===== src/ffha_pkg.sv =====
// Shared constants, types and state codes of the first-fit heap allocator.
`default_nettype none
package ffha_pkg;

   localparam int HEAP_BYTES   = 1048576;
   localparam int ALIGN_BYTES  = 8;
   localparam int HEADER_BYTES = 24;
   localparam int MAX_SEGMENTS = 64;

   localparam int ADDR_W  = 20;
   localparam int SIZE_W  = 21;
   localparam int IDX_W   = $clog2(MAX_SEGMENTS);
   localparam int COUNT_W = $clog2(MAX_SEGMENTS + 1);
   localparam int NEED_W  = SIZE_W + 2;

   localparam logic [SIZE_W-1:0] HEAP_INIT_SIZE = SIZE_W'(HEAP_BYTES - HEADER_BYTES);
   localparam logic [ADDR_W-1:0] HDR_ADDR       = ADDR_W'(HEADER_BYTES);
   localparam logic [NEED_W-1:0] HDR_NEED       = NEED_W'(HEADER_BYTES);
   localparam logic [SIZE_W:0]   ALIGN_ADD      = (SIZE_W + 1)'(ALIGN_BYTES - 1);
   localparam logic [SIZE_W:0]   ALIGN_MASK     = ~((SIZE_W + 1)'(ALIGN_BYTES - 1));
   localparam logic [COUNT_W-1:0] COUNT_FULL    = COUNT_W'(MAX_SEGMENTS);

   typedef enum logic [0:0] {
      OP_ALLOC = 1'b0,
      OP_FREE  = 1'b1
   } opcode_type;

   typedef enum logic [1:0] {
      ST_OK        = 2'd0,
      ST_NO_FIT    = 2'd1,
      ST_TABLE_FULL = 2'd2,
      ST_NULL_FREE = 2'd3
   } status_type;

   typedef struct packed {
      logic [ADDR_W-1:0] start;
      logic [SIZE_W-1:0] size;
   } seg_type;

   localparam int SEG_W = $bits(seg_type);

   typedef enum logic [10:0] {
      S_INIT   = 11'b000_0000_0001,
      S_IDLE   = 11'b000_0000_0010,
      S_ASCAN  = 11'b000_0000_0100,
      S_ASHIFT = 11'b000_0000_1000,
      S_FFIND  = 11'b000_0001_0000,
      S_FSHIFT = 11'b000_0010_0000,
      S_FINS   = 11'b000_0100_0000,
      S_MSTART = 11'b000_1000_0000,
      S_MLOAD  = 11'b001_0000_0000,
      S_MRUN   = 11'b010_0000_0000,
      S_DONE   = 11'b100_0000_0000
   } state_type;

endpackage
`default_nettype wire


===== src/ffha_if.sv =====
// Request and response channel interfaces of the first-fit heap allocator.
`default_nettype none
interface ffha_req_if;
   logic                        valid;
   logic                        ready;
   logic                        opcode;
   logic [20:0]                 request_bytes;
   logic [19:0]                 free_address;
   logic [20:0]                 free_size;
   modport source (output valid, opcode, request_bytes, free_address, free_size,
                   input ready);
   modport sink   (input valid, opcode, request_bytes, free_address, free_size,
                   output ready);
endinterface

interface ffha_rsp_if;
   logic        valid;
   logic        ready;
   logic [1:0]  status;
   logic [19:0] grant_address;
   logic [20:0] grant_size;
   modport source (output valid, status, grant_address, grant_size, input ready);
   modport sink   (input valid, status, grant_address, grant_size, output ready);
endinterface
`default_nettype wire


===== src/first_fit_heap_allocator.sv =====
// Top level of the first-fit heap allocator with its segment table sequencer.
//
// The allocator keeps the free space of a fixed heap as an address-ordered table of
// segments (header offset and payload size) in a 64-entry RAM, walked one entry per
// cycle by a small sequencer around compare and add datapaths. After reset the block
// writes the initial whole-heap segment in its INIT state before it takes its first
// request. An allocate request scans the table from the lowest address, and a
// whole-segment grant then moves the later entries down one by one. A free request
// scans for its place, moves the later entries up one by one, inserts, then sweeps
// the whole table once to merge neighbours. The block takes one request at a time; a
// finished response sits in an output register so that the next request may be taken
// while it waits to be read.
`default_nettype none
module first_fit_heap_allocator (
   input wire logic clock,
   input wire logic reset,
   ffha_req_if.sink   req_chan,
   ffha_rsp_if.source rsp_chan
);
   import ffha_pkg::*;

   state_type           state_ff, state_in;
   logic [IDX_W-1:0]    idx_ff, idx_in;
   logic [IDX_W-1:0]    pos_ff, pos_in;
   logic [IDX_W-1:0]    wr_ff, wr_in;
   logic [COUNT_W-1:0]  count_ff, count_in;
   logic [SIZE_W-1:0]   asize_ff, asize_in;
   logic [NEED_W-1:0]   need_ff, need_in;
   logic [ADDR_W-1:0]   hdr_ff, hdr_in;
   logic [SIZE_W-1:0]   fsize_ff, fsize_in;
   seg_type             acc_ff, acc_in;
   status_type          res_status_ff, res_status_in;
   logic [ADDR_W-1:0]   res_addr_ff, res_addr_in;
   logic [SIZE_W-1:0]   res_size_ff, res_size_in;
   logic                rsp_valid_ff, rsp_valid_in;
   status_type          rsp_status_ff, rsp_status_in;
   logic [ADDR_W-1:0]   rsp_addr_ff, rsp_addr_in;
   logic [SIZE_W-1:0]   rsp_size_ff, rsp_size_in;

   logic                ram_we;
   logic [IDX_W-1:0]    ram_waddr;
   seg_type             ram_wdata;
   logic [SEG_W-1:0]    ram_rdata;
   seg_type             rd_seg;

   logic                flush_ff, flush_in;
   logic                ram_we_mux;
   logic [IDX_W-1:0]    ram_waddr_mux;
   seg_type             ram_wdata_mux;

   logic [COUNT_W-1:0]  idx_inc;
   logic                more;
   logic [SIZE_W:0]     req_round;
   logic [NEED_W-1:0]   req_need;
   logic [NEED_W-1:0]   rd_size_ext;
   logic [SIZE_W+1:0]   acc_end;
   logic [SIZE_W+1:0]   merged;
   logic                can_merge;

   // Segment table storage; the read address is always the next index, so the
   // registered read data lines up with idx_ff.
   ffha_ram #(.WIDTH(SEG_W), .DEPTH(MAX_SEGMENTS)) u_table (
      .clock   (clock),
      .wr_en   (ram_we_mux),
      .wr_addr (ram_waddr_mux),
      .wr_data (ram_wdata_mux),
      .rd_addr (idx_in),
      .rd_data (ram_rdata)
   );

   assign rd_seg      = seg_type'(ram_rdata);
   assign idx_inc     = COUNT_W'(idx_ff) + COUNT_W'(1);
   assign more        = idx_inc < count_ff;
   assign req_round   = ({1'b0, req_chan.request_bytes} + ALIGN_ADD) & ALIGN_MASK;
   assign req_need    = NEED_W'(req_round) + HDR_NEED;
   assign rd_size_ext = NEED_W'(rd_seg.size);

   // The merge unit: where the running segment ends, and how big it would grow.
   assign acc_end   = (SIZE_W + 2)'(acc_ff.start) + (SIZE_W + 2)'(HEADER_BYTES)
                    + (SIZE_W + 2)'(acc_ff.size);
   assign merged    = (SIZE_W + 2)'(acc_ff.size) + (SIZE_W + 2)'(HEADER_BYTES)
                    + (SIZE_W + 2)'(rd_seg.size);
   assign can_merge = (acc_end == (SIZE_W + 2)'(rd_seg.start))
                    && (merged[SIZE_W+1:SIZE_W] == 2'b00);

   assign req_chan.ready         = (state_ff == S_IDLE);
   assign rsp_chan.valid         = rsp_valid_ff;
   assign rsp_chan.status        = rsp_status_ff;
   assign rsp_chan.grant_address = rsp_addr_ff;
   assign rsp_chan.grant_size    = rsp_size_ff;

   always_comb begin
      state_in      = state_ff;
      idx_in        = idx_ff;
      pos_in        = pos_ff;
      wr_in         = wr_ff;
      count_in      = count_ff;
      asize_in      = asize_ff;
      need_in       = need_ff;
      hdr_in        = hdr_ff;
      fsize_in      = fsize_ff;
      acc_in        = acc_ff;
      res_status_in = res_status_ff;
      res_addr_in   = res_addr_ff;
      res_size_in   = res_size_ff;
      rsp_valid_in  = rsp_valid_ff;
      rsp_status_in = rsp_status_ff;
      rsp_addr_in   = rsp_addr_ff;
      rsp_size_in   = rsp_size_ff;
      ram_we        = 1'b0;
      ram_waddr     = idx_ff;
      ram_wdata     = rd_seg;

      if (rsp_chan.ready) begin
         rsp_valid_in = 1'b0;
      end

      unique case (state_ff)
         S_INIT: begin
            ram_we          = 1'b1;
            ram_waddr       = '0;
            ram_wdata.start = '0;
            ram_wdata.size  = HEAP_INIT_SIZE;
            count_in        = COUNT_W'(1);
            idx_in          = '0;
            state_in        = S_IDLE;
         end

         S_IDLE: begin
            idx_in = '0;
            if (req_chan.valid) begin
               asize_in      = req_round[SIZE_W-1:0];
               need_in       = req_need;
               hdr_in        = req_chan.free_address - HDR_ADDR;
               fsize_in      = req_chan.free_size;
               res_addr_in   = '0;
               res_size_in   = '0;
               res_status_in = ST_OK;
               state_in      = S_DONE;
               if (opcode_type'(req_chan.opcode) == OP_ALLOC) begin
                  res_status_in = ST_NO_FIT;
                  if (req_chan.request_bytes != '0 && count_ff != '0) begin
                     state_in = S_ASCAN;
                  end
               end else if (req_chan.free_address == '0) begin
                  res_status_in = ST_NULL_FREE;
               end else if (count_ff >= COUNT_FULL) begin
                  res_status_in = ST_TABLE_FULL;
               end else if (count_ff == '0) begin
                  pos_in   = '0;
                  state_in = S_FINS;
               end else begin
                  state_in = S_FFIND;
               end
            end
         end

         // First fit: split a larger segment, or hand over one of exactly the size; report no fit if none is found.
         S_ASCAN: begin
            if (rd_size_ext > need_ff) begin
               ram_we          = 1'b1;
               ram_wdata.start = rd_seg.start + need_ff[ADDR_W-1:0];
               ram_wdata.size  = rd_seg.size - need_ff[SIZE_W-1:0];
               res_status_in   = ST_OK;
               res_addr_in     = rd_seg.start + HDR_ADDR;
               res_size_in     = asize_ff;
               state_in        = S_DONE;
            end else if (rd_size_ext == need_ff) begin
               res_status_in = ST_OK;
               res_addr_in   = rd_seg.start + HDR_ADDR;
               res_size_in   = rd_seg.size;
               if (more) begin
                  idx_in   = idx_inc[IDX_W-1:0];
                  state_in = S_ASHIFT;
               end else begin
                  count_in = count_ff - COUNT_W'(1);
                  state_in = S_DONE;
               end
            end else if (more) begin
               idx_in = idx_inc[IDX_W-1:0];
            end else begin
               state_in = S_DONE;
            end
         end

         // Close the gap left by a whole grant, one entry per cycle.
         S_ASHIFT: begin
            ram_we    = 1'b1;
            ram_waddr = idx_ff - IDX_W'(1);
            if (more) begin
               idx_in = idx_inc[IDX_W-1:0];
            end else begin
               count_in = count_ff - COUNT_W'(1);
               state_in = S_DONE;
            end
         end

         // Find the first segment whose header lies above the freed block.
         S_FFIND: begin
            if (rd_seg.start <= hdr_ff) begin
               if (more) begin
                  idx_in = idx_inc[IDX_W-1:0];
               end else begin
                  pos_in   = count_ff[IDX_W-1:0];
                  state_in = S_FINS;
               end
            end else begin
               pos_in   = idx_ff;
               idx_in   = count_ff[IDX_W-1:0] - IDX_W'(1);
               state_in = S_FSHIFT;
            end
         end

         // Open a slot by moving entries up, from the top downwards.
         S_FSHIFT: begin
            ram_we    = 1'b1;
            ram_waddr = idx_ff + IDX_W'(1);
            if (idx_ff > pos_ff) begin
               idx_in = idx_ff - IDX_W'(1);
            end else begin
               state_in = S_FINS;
            end
         end

         S_FINS: begin
            ram_we          = 1'b1;
            ram_waddr       = pos_ff;
            ram_wdata.start = hdr_ff;
            ram_wdata.size  = fsize_ff;
            count_in        = count_ff + COUNT_W'(1);
            idx_in          = '0;
            state_in        = S_MSTART;
         end

         // Re-issue the read of entry zero after the insert has landed.
         S_MSTART: begin
            idx_in   = '0;
            state_in = S_MLOAD;
         end

         // A table of one segment has no neighbours to merge.
         S_MLOAD: begin
            acc_in = rd_seg;
            wr_in  = '0;
            idx_in = IDX_W'(1);
            if (count_ff == COUNT_W'(1)) begin
               state_in = S_DONE;
            end else begin
               state_in = S_MRUN;
            end
         end

         // One pass that folds each segment into the running one where they touch.
         S_MRUN: begin
            if (can_merge) begin
               acc_in.size = merged[SIZE_W-1:0];
            end else begin
               ram_we    = 1'b1;
               ram_waddr = wr_ff;
               ram_wdata = acc_ff;
               wr_in     = wr_ff + IDX_W'(1);
               acc_in    = rd_seg;
            end
            if (more) begin
               idx_in = idx_inc[IDX_W-1:0];
            end else begin
               count_in = COUNT_W'(wr_in) + COUNT_W'(1);
               state_in = S_DONE;
            end
         end

         S_DONE: begin
            idx_in = '0;
            if (!rsp_valid_ff || rsp_chan.ready) begin
               rsp_valid_in  = 1'b1;
               rsp_status_in = res_status_ff;
               rsp_addr_in   = res_addr_ff;
               rsp_size_in   = res_size_ff;
               state_in      = S_IDLE;
            end
         end

         default: begin
            state_in = S_INIT;
         end
      endcase
   end

   // The merge pass ends by writing back the running segment in the cycle after its last step.
   assign flush_in = (state_ff == S_MRUN) && !more;

   always_ff @(posedge clock) begin
      if (reset) begin
         state_ff     <= S_INIT;
         count_ff     <= '0;
         rsp_valid_ff <= 1'b0;
         flush_ff     <= 1'b0;
      end else begin
         state_ff     <= state_in;
         count_ff     <= count_in;
         rsp_valid_ff <= rsp_valid_in;
         flush_ff     <= flush_in;
      end
      idx_ff        <= idx_in;
      pos_ff        <= pos_in;
      wr_ff         <= wr_in;
      asize_ff      <= asize_in;
      need_ff       <= need_in;
      hdr_ff        <= hdr_in;
      fsize_ff      <= fsize_in;
      acc_ff        <= acc_in;
      res_status_ff <= res_status_in;
      res_addr_ff   <= res_addr_in;
      res_size_ff   <= res_size_in;
      rsp_status_ff <= rsp_status_in;
      rsp_addr_ff   <= rsp_addr_in;
      rsp_size_ff   <= rsp_size_in;
   end

   // Final write of the running segment, in the cycle after the pass; the DONE state
   // performs no other write, and the next request reads the table only later.
   logic [IDX_W-1:0] flush_addr_ff;
   seg_type          flush_seg_ff;
   always_ff @(posedge clock) begin
      flush_addr_ff <= wr_in;
      flush_seg_ff  <= acc_in;
   end

   assign ram_we_mux    = ram_we | flush_ff;
   assign ram_waddr_mux = flush_ff ? flush_addr_ff : ram_waddr;
   assign ram_wdata_mux = flush_ff ? flush_seg_ff : ram_wdata;

endmodule
`default_nettype wire


===== src/ffha_ram.sv =====
// Generic single-write, single-read RAM with registered read data.
`default_nettype none
module ffha_ram #(
   parameter int WIDTH = 8,
   parameter int DEPTH = 16
) (
   input  wire logic                     clock,
   input  wire logic                     wr_en,
   input  wire logic [$clog2(DEPTH)-1:0] wr_addr,
   input  wire logic [WIDTH-1:0]         wr_data,
   input  wire logic [$clog2(DEPTH)-1:0] rd_addr,
   output logic      [WIDTH-1:0]         rd_data
);
   logic [WIDTH-1:0] mem [DEPTH];

   always_ff @(posedge clock) begin
      if (wr_en) begin
         mem[wr_addr] <= wr_data;
      end
      rd_data <= mem[rd_addr];
   end
endmodule
`default_nettype wire


===== src/flat_wrapper.sv =====
// flat-port wrapper written by rule: the top's interface ports become plain ports
module first_fit_heap_allocator_flat import ffha_pkg::*;
  (clock, reset, req_chan_valid, req_chan_opcode, req_chan_request_bytes, req_chan_free_address, req_chan_free_size, req_chan_ready, rsp_chan_valid, rsp_chan_status, rsp_chan_grant_address, rsp_chan_grant_size, rsp_chan_ready);
  ffha_req_if req_chan_i ();
  ffha_rsp_if rsp_chan_i ();
  input wire logic clock;
  input wire logic reset;
  input wire logic [$bits(req_chan_i.valid)-1:0] req_chan_valid;
  input wire logic [$bits(req_chan_i.opcode)-1:0] req_chan_opcode;
  input wire logic [$bits(req_chan_i.request_bytes)-1:0] req_chan_request_bytes;
  input wire logic [$bits(req_chan_i.free_address)-1:0] req_chan_free_address;
  input wire logic [$bits(req_chan_i.free_size)-1:0] req_chan_free_size;
  output wire logic [$bits(req_chan_i.ready)-1:0] req_chan_ready;
  output wire logic [$bits(rsp_chan_i.valid)-1:0] rsp_chan_valid;
  output wire logic [$bits(rsp_chan_i.status)-1:0] rsp_chan_status;
  output wire logic [$bits(rsp_chan_i.grant_address)-1:0] rsp_chan_grant_address;
  output wire logic [$bits(rsp_chan_i.grant_size)-1:0] rsp_chan_grant_size;
  input wire logic [$bits(rsp_chan_i.ready)-1:0] rsp_chan_ready;
  assign req_chan_i.valid = req_chan_valid;
  assign req_chan_i.opcode = req_chan_opcode;
  assign req_chan_i.request_bytes = req_chan_request_bytes;
  assign req_chan_i.free_address = req_chan_free_address;
  assign req_chan_i.free_size = req_chan_free_size;
  assign req_chan_ready = req_chan_i.ready;
  assign rsp_chan_valid = rsp_chan_i.valid;
  assign rsp_chan_status = rsp_chan_i.status;
  assign rsp_chan_grant_address = rsp_chan_i.grant_address;
  assign rsp_chan_grant_size = rsp_chan_i.grant_size;
  assign rsp_chan_i.ready = rsp_chan_ready;
  first_fit_heap_allocator u_core (.clock(clock), .reset(reset), .req_chan(req_chan_i), .rsp_chan(rsp_chan_i));
endmodule

===== config.mk =====
export PLATFORM = sky130hd
export DESIGN_NAME = first_fit_heap_allocator_flat
export DESIGN_NICKNAME = d
export VERILOG_FILES = /design/src/ffha_pkg.sv /design/src/ffha_if.sv /design/src/first_fit_heap_allocator.sv /design/src/ffha_ram.sv /design/src/flat_wrapper.sv
export SDC_FILE = /design/constraint.sdc
export NUM_CORES = 2
export LEC_CHECK = 0
export BUFFER_PORTS_ARGS = -buffer_cell sky130_fd_sc_hd__buf_2
export CORE_AREA = 2 2 423 529
export CTS_BUF_LIST = sky130_fd_sc_hd__clkbuf_16
export CTS_CLUSTER_DIAMETER = 200
export DETAILED_ROUTE_END_ITERATION = 7
export DIE_AREA = 0 0 425 531
export HOLD_SLACK_MARGIN = 0.05
export PLACE_DENSITY = 0.7
export RECOVER_POWER = 50
export SLEW_MARGIN = 20
export SYNTH_ARGS = -nofsm -noshare
export SYNTH_HDL_FRONTEND = slang
export SYNTH_SLANG_ARGS = --single-unit

===== constraint.sdc =====
create_clock -name clock -period 12.05 [get_ports clock]
set_input_delay 0.6025 -clock clock [delete_from_list [all_inputs] [get_ports clock]]
set_output_delay 0.6025 -clock clock [all_outputs]
set_load 0.01 [all_outputs]

# After elaboration in Yosys (flattened, before gate mapping)
# Memory sizes are Yosys's and may differ from the RTL's. A register that Yosys moved wholly into a read port is not among the register bits.
# Index checks and enable logic that the tools add are counted.
[totals]
regBits = 247
latchBits = 0
ramBits = 2624
mem_bits_ro = 0
input_bits = 67
n_memories = 1
[op_classes]
addsub = 18
mul = 0
div = 0
n_lt_le_gt_ge = 5
eq_ne = 27
shift = 0
muxes = 70
bitwise = 1
reduce_logical = 25
[mem_list]
columns = ["memory", "words", "word_bits", "read_ports", "rd_clocked_by_memory_dff", "wr", "line_no", "source"]
rows = [
  ["u_core.u_table.mem", 64, 41, 1, 1, 1, "ffha_ram.sv:14", "logic [WIDTH-1:0] mem [DEPTH];"],
]
[op_table]
columns = ["op", "n"]
rows = [
  ["case mux 41 bit (4 select lines)", 1],
  ["two-way mux 11 bit", 14],
  ["two-way mux 41 bit", 3],
  ["case mux 11 bit (10 select lines)", 1],
  ["two-way mux 6 bit", 15],
  ["two-way mux 21 bit", 4],
  ["case mux 41 bit (2 select lines)", 1],
  ["two-way mux 20 bit", 4],
  ["adder 23 x 21 -> 23 bit", 2],
  ["case mux 21 bit (2 select lines)", 1],
  ["case mux 20 bit (2 select lines)", 1],
  ["case mux 6 bit (6 select lines)", 1],
  ["two-way mux 7 bit", 5],
  ["case mux 7 bit (5 select lines)", 1],
  ["case mux 6 bit (5 select lines)", 1],
  ["case mux 6 bit (2 select lines)", 2],
  ["adder 22 x 5 -> 23 bit, second input constant", 1],
  ["== test 21 x 23 -> 1 bit", 1],
  ["== test 23 x 20 -> 1 bit", 1],
  ["> comparator 21 x 23 -> 1 bit", 1],
  ["adder 21 x 3 -> 22 bit, second input constant", 1],
  ["adder 21 x 5 -> 22 bit, second input constant", 1],
  ["adder 20 x 5 -> 21 bit, second input constant", 1],
  ["nonzero test 21 bit", 1],
  ["other kinds (50)", 81],
]

# Logic depth before layout (Yosys ltp)
[depth]
depth_word = 9
mapped_depth = 27
ltp_nobuf = 26

# Modules after synthesis
# From an unflattened synthesis, not the netlist that was laid out.
[hier_totals]
hier_cells = 6243
area_unflattened_um2 = 118094.5
[by_module_without_submodules]
columns = ["mod", "instances", "cells_per_inst", "area_each_um2", "seq_area_each_um2"]
rows = [
  ["ffha_ram", 1, 4329, 100207.4, 79616.4],
  ["first_fit_heap_allocator", 1, 1914, 17887.2, 7066.8],
]

# Least setup slack after synthesis
# No wires, ideal clock.
[synth_path]
path_type = "register to register"
start = "reg u_core.acc_ff[28] (netlist bit)"
end = "mem u_core.u_table.mem[0][32] (netlist bit), data pin"
setup_ns = 0.702
arrival_ns = 6.921
required_time_ns = 11.348
path_slack_ns = 4.427
path_stages_with_launch = 19
path_cell_list = "edfxtp_1 clkbuf_1 o2111ai_1 or3_1 nor2_1 xnor2_1 ha_1 a2111oi_0 o21ai_0 o22ai_1 o2111ai_1 nor4_1 nand4_1 nor4_2 nand4_1 nand3b_1 clkbuf_1 a21oi_1 o21ai_0"
[synth_rtl]
columns = ["item", "line_no", "source"]
rows = [
  ["start, declared", "first_fit_heap_allocator.sv:31", "seg_type acc_ff, acc_in;"],
  ["start signal, assigned", "first_fit_heap_allocator.sv:311", "acc_ff <= acc_in;"],
  ["end, declared", "ffha_ram.sv:14", ""],
]

# Worst setup path in the final report
[layout_path]
start = "reg u_core.state_ff[10]"
end = "reg u_core.u_table.rd_data[27] (read register of u_core.u_table.mem)"
[layout_between]
elab_chain_len = 3
elab_cells_between_ends = 14
classes_between = "eq/ne (11); mux (1); reduce/logical (2)"
[layout_rtl]
columns = ["item", "line_no", "source"]
rows = [
  ["start, declared", "first_fit_heap_allocator.sv:22", "state_type state_ff, state_in;"],
  ["start signal, assigned", "first_fit_heap_allocator.sv:299", "state_ff <= state_in;"],
  ["== test 11 x 2 -> 1 bit (tied with other cells)", "first_fit_heap_allocator.sv:118", "unique case (state_ff)"],
  ["OR reduction 5 bit (no line) or OR reduction 2 bit (tied branches)", "-", ""],
  ["case mux 6 bit (6 select lines) (*)", "first_fit_heap_allocator.sv:118", ""],
  ["end, declared", "ffha_ram.sv:12", "output logic [WIDTH-1:0] rd_data"],
]
# Every way passes the cells marked *; elsewhere a longest branch is shown, timed or not.
# A chain may end at the register's enable or synchronous reset.

==> flow_summary.yaml <==
pwr:
  cellLeakagePower_uw: 0.0469
  combPwrFrac_pct: 24.3
  total_switching_power_uw: 9670
  irDropWorstVdd_mv: 0.308
  seq_power_share_pct: 46.1
  switching_share_pct: 32.8
  power.share.clock_pct: 29.6
  power-per-cell-area_mw_per_mm2: 219
  p_int_uw: 19800
critical_path:
  crit_fanout: 96
  kind_of_start_point_of_the_critical_path: "register"
  cp.required_ps: 12730
  critical_path.reg2reg.endpoint: "u_core.u_table.rd_data[27]"
  crit_type: "register to register"
  cp.arrival_ps: 10720
  reg2reg_from: "u_core.state_ff[10]"
  kind_of_capture_point_of_the_worst_setup_path: "register"
  rr_worst_depth: 17
  reg2reg_slack_ps: 2020
global_routing:
  grt_start_max_net_pins: 176
  number_of_antenna_violations_at_the_first_check_in_global_routing: 29
  grt_overflow: 0
  number_of_global_route_vias_before_repair: 75600
  grt.total_usage_pct: 33.0
  grt_first_pass_wirelength_um: 537000
final_layout:
  drive_gt1_share_pct: 9.09
  area_growth_syn_to_layout_pct: 11.5
  layout.cells.non_filler: 12200
  fin_nets: 9273
  final_area_mm2: 0.135
  finish.utilization_pct: 61.0
  mostFrequentLayoutCells: "sky130_fd_sc_hd__edfxtp_1, sky130_fd_sc_hd__nand2_1, sky130_fd_sc_hd__nand3_1"
  layout.cells.most_common: "sky130_fd_sc_hd__edfxtp_1"
synthesis:
  synthesis.instances: 8945
  yosys_warnings: 0
  mappedNetlistNets: 9137
  mappedNetlistArea_mm2: 0.121
  postSynthRegisterBits: 2909
  yosysUniqueCellTypes: 94
  yosysSeqAreaShare_pct: 71.8
  ys.flop_type: "sky130_fd_sc_hd__edfxtp_1"
  synth_enable_flop_cells: 2842
  post_synth.cell_area_avg_um2: 13.5
  synth_async_sr_flop_share_pct: 0
route:
  dr_total_vias: 80400
  dr.pass1.iters: 8
  wl_per_cell_um: 31.0
  drt-vias-per-instance: 6.58
  drt_iter0_markers: 12500
  post-route-drc-count: 0
  wl_um: 379000
  ant_nets: 0
clock_network:
  htreeDepth: 5
  cts_hold_buf: 27
  postCtsSetupRepairBufs: 0
  tritoncts: "built"
  insertion_delay_to_the_later_sink_of_the_worst_skew_pair_ps: 880
  cts.sinks: 2909
  clock_tree_buffer_depth: 4
  cts-resized-gates: 0
  numCtsBuffers: 287
  cts_root_buf: "sky130_fd_sc_hd__clkbuf_16"
  cts.clk_slew.worst_paths_ps: 70
sta:
  rsz0062_at_grt: "no"
  period_minus_slack_ps: 10030
  skew_ps: 56.1
  fin_setup_tns_ps: 0
  min_period_over_period_pct: 83.3
  max-slew-margin-rel_pct: -170
  tightest_slew_ps: 4060
  final-max-slew-violation-count: 698
  finalHoldViolCount: 0
  report.final.setup_viol: 0
  fmax_mhz: 99.7
flow_run:
  cap_violations: 15
min_path:
  hold_class: "input port to register"
  hold-path-endpoint: "u_core.hdr_ff[18]"
  timing.hold.worst_path_depth: 2
  worstHoldStart: "req_chan_free_address[18]"
floorplan:
  initial_core_util_pct: 54.7
  io_pins: 112
  die_height_um: 531
  floorplan.rows: 193
  total_die_area_mm2: 0.226
  die_w_um: 425
  placeableCoreArea_mm2: 0.221
run_status:
  status: "complete, but fails checks"
  failed_checks: "max-capacitance violations, max-slew violations"
placement:
  dp_hpwl_um: 231000
  place.port_buffers: 111
  placed_cell_area_mm2: 0.126
  place.gp.congestion: 0.991
  placed_cells: 11700
through the flow:
step	total power, µW	setup slack (ps)	hold WS, ps
6_report	29500	2020	91.8
5_1_grt	30300	1680	110
4_1_cts	29400	3830	57.7
3_5_place_dp	20800	3870	405
3_3_place_gp	20600	2980	400
2_1_floorplan	17600	4430	400
synthesized netlist by cell type, types with 16 or more instances:
library cell               number  share of area (%)
sky130_fd_sc_hd__edfxtp_1    2842                 71
sky130_fd_sc_hd__nand2_1     2024                6.3
sky130_fd_sc_hd__nand3_1      579                2.4
sky130_fd_sc_hd__a21oi_1      322                1.3
sky130_fd_sc_hd__mux2i_1      316                2.6
sky130_fd_sc_hd__nor2_1       233               0.72
sky130_fd_sc_hd__a32oi_1      222                1.6
sky130_fd_sc_hd__buf_2        214               0.89
sky130_fd_sc_hd__a31oi_1      213                1.1
sky130_fd_sc_hd__clkbuf_1     189               0.59
sky130_fd_sc_hd__inv_1        128               0.40
sky130_fd_sc_hd__ha_1         121                1.3
sky130_fd_sc_hd__xnor2_1      116               0.84
sky130_fd_sc_hd__o21ai_0      114               0.47
sky130_fd_sc_hd__a211oi_1     108               0.67
sky130_fd_sc_hd__and3_1       103               0.53
sky130_fd_sc_hd__nor3_1        84               0.35
sky130_fd_sc_hd__nor4_1        75               0.39
sky130_fd_sc_hd__xor2_1        68               0.49
sky130_fd_sc_hd__dfxtp_1       67                1.1
sky130_fd_sc_hd__buf_4         60               0.37
sky130_fd_sc_hd__a221oi_1      56               0.41
sky130_fd_sc_hd__a311oi_1      55               0.40
sky130_fd_sc_hd__buf_1         51               0.16
sky130_fd_sc_hd__o22ai_1       42               0.22
sky130_fd_sc_hd__a21o_1        40               0.25
sky130_fd_sc_hd__or4_1         38               0.24
sky130_fd_sc_hd__a32o_1        37               0.31
sky130_fd_sc_hd__nand4_1       36               0.19
sky130_fd_sc_hd__nor2b_1       30               0.16
sky130_fd_sc_hd__a22oi_1       20               0.12
sky130_fd_sc_hd__o21a_1        20               0.12
sky130_fd_sc_hd__or2_2         17              0.088
sky130_fd_sc_hd__and2_1        16              0.083
critical path, stage by stage, from the launching register on:
cell	delay (ps)
sky130_fd_sc_hd__dfxtp_1	370
sky130_fd_sc_hd__or4_1	650
sky130_fd_sc_hd__nor4b_1	800
sky130_fd_sc_hd__and3_1	260
sky130_fd_sc_hd__clkbuf_1	1040
sky130_fd_sc_hd__a211oi_1	500
sky130_fd_sc_hd__nor3_1	400
sky130_fd_sc_hd__o22ai_4	110
sky130_fd_sc_hd__buf_4	340
sky130_fd_sc_hd__and2_4	400
sky130_fd_sc_hd__inv_8	590
sky130_fd_sc_hd__clkbuf_1	1900
sky130_fd_sc_hd__buf_4	540
sky130_fd_sc_hd__nand2_1	90
sky130_fd_sc_hd__nand3_1	80
sky130_fd_sc_hd__a31oi_1	190
sky130_fd_sc_hd__or4_1	710
sky130_fd_sc_hd__nor4_1	700
registers in the layout (all words and copies together) (netlist names), 21 cells and up:
register / cells
u_core.acc_ff: 41
u_core.u_table.rd_data: 41
u_core.u_table.mem: 2624
u_core.fsize_ff: 21
u_core.rsp_chan.grant_size: 21
u_core.res_size_ff: 21
power by group through the flow:
stage | sequential (µW) | combinational (µW) | clock, µW
floorplan | 13800 | 3810 | 0
global placement | 13800 | 6870 | 0
detailed placement | 13800 | 7010 | 0
CTS | 13600 | 7050 | 8790
global route | 13600 | 7490 | 9170
finish | 13600 | 7160 | 8740
worst max path at each step:
stage | depth (start not counted) | startpoint | slack (ps) | end
2_1_floorplan | 18 | u_core.acc_ff[28] | 4430 | u_core.u_table.mem[0][32]
3_3_place_gp | 21 | u_core.u_table.rd_data[3] | 2980 | u_core.u_table.rd_data[38]
3_5_place_dp | 24 | u_core.acc_ff[24] | 3870 | u_core.u_table.mem[59][15]
4_1_cts | 24 | u_core.acc_ff[24] | 3830 | u_core.u_table.mem[59][28]
5_1_grt | 17 | u_core.state_ff[10] | 1680 | u_core.u_table.rd_data[27]
6_report | 17 | u_core.state_ff[10] | 2020 | u_core.u_table.rd_data[27]
routing by layer:
| metal | track usage (%) | share of wire (%) | vias up | wire [µm] |
|---|---|---|---|---|
| met5 | 0 | 0.021 | - | 80 |
| met4 | 17.3 | 6.0 | 12 | 22900 |
| met3 | 6.20 | 11 | 974 | 42000 |
| met2 | 52.7 | 47 | 5448 | 179000 |
| met1 | 43.1 | 36 | 39900 | 136000 |
| li1 | - | - | 34100 | - |
logic make-up (layout without fill, tap and decap cells):
kind of cell / count (synthesis) / in the layout / share of synthesized area (%)
simple gates: 3319 / 3319 / 12.0
flops: 2909 / 2909 / 71.8
compound gates: 1418 / 1418 / 8.23
buf+inv: 660 / 1012 / 2.55
mux: 329 / 329 / 2.74
xor+xnor: 184 / 184 / 1.33
fa+ha+maj: 125 / 125 / 1.32
other cells: 1 / 10 / 0.00311
area by class of cell:
class                   instances  area (µm²)
diodes                          9        22.5
clock buffers                 292        7310
clock inverters               213        1760
fillers                     16400       86100
inverters                     132         510
multi-input cells            5376       32000
flip-flops and latches       2909       86700
well taps                    2925        3660
repair buffers                375        2710
Note: power is estimated with default switching activity, not from simulation.
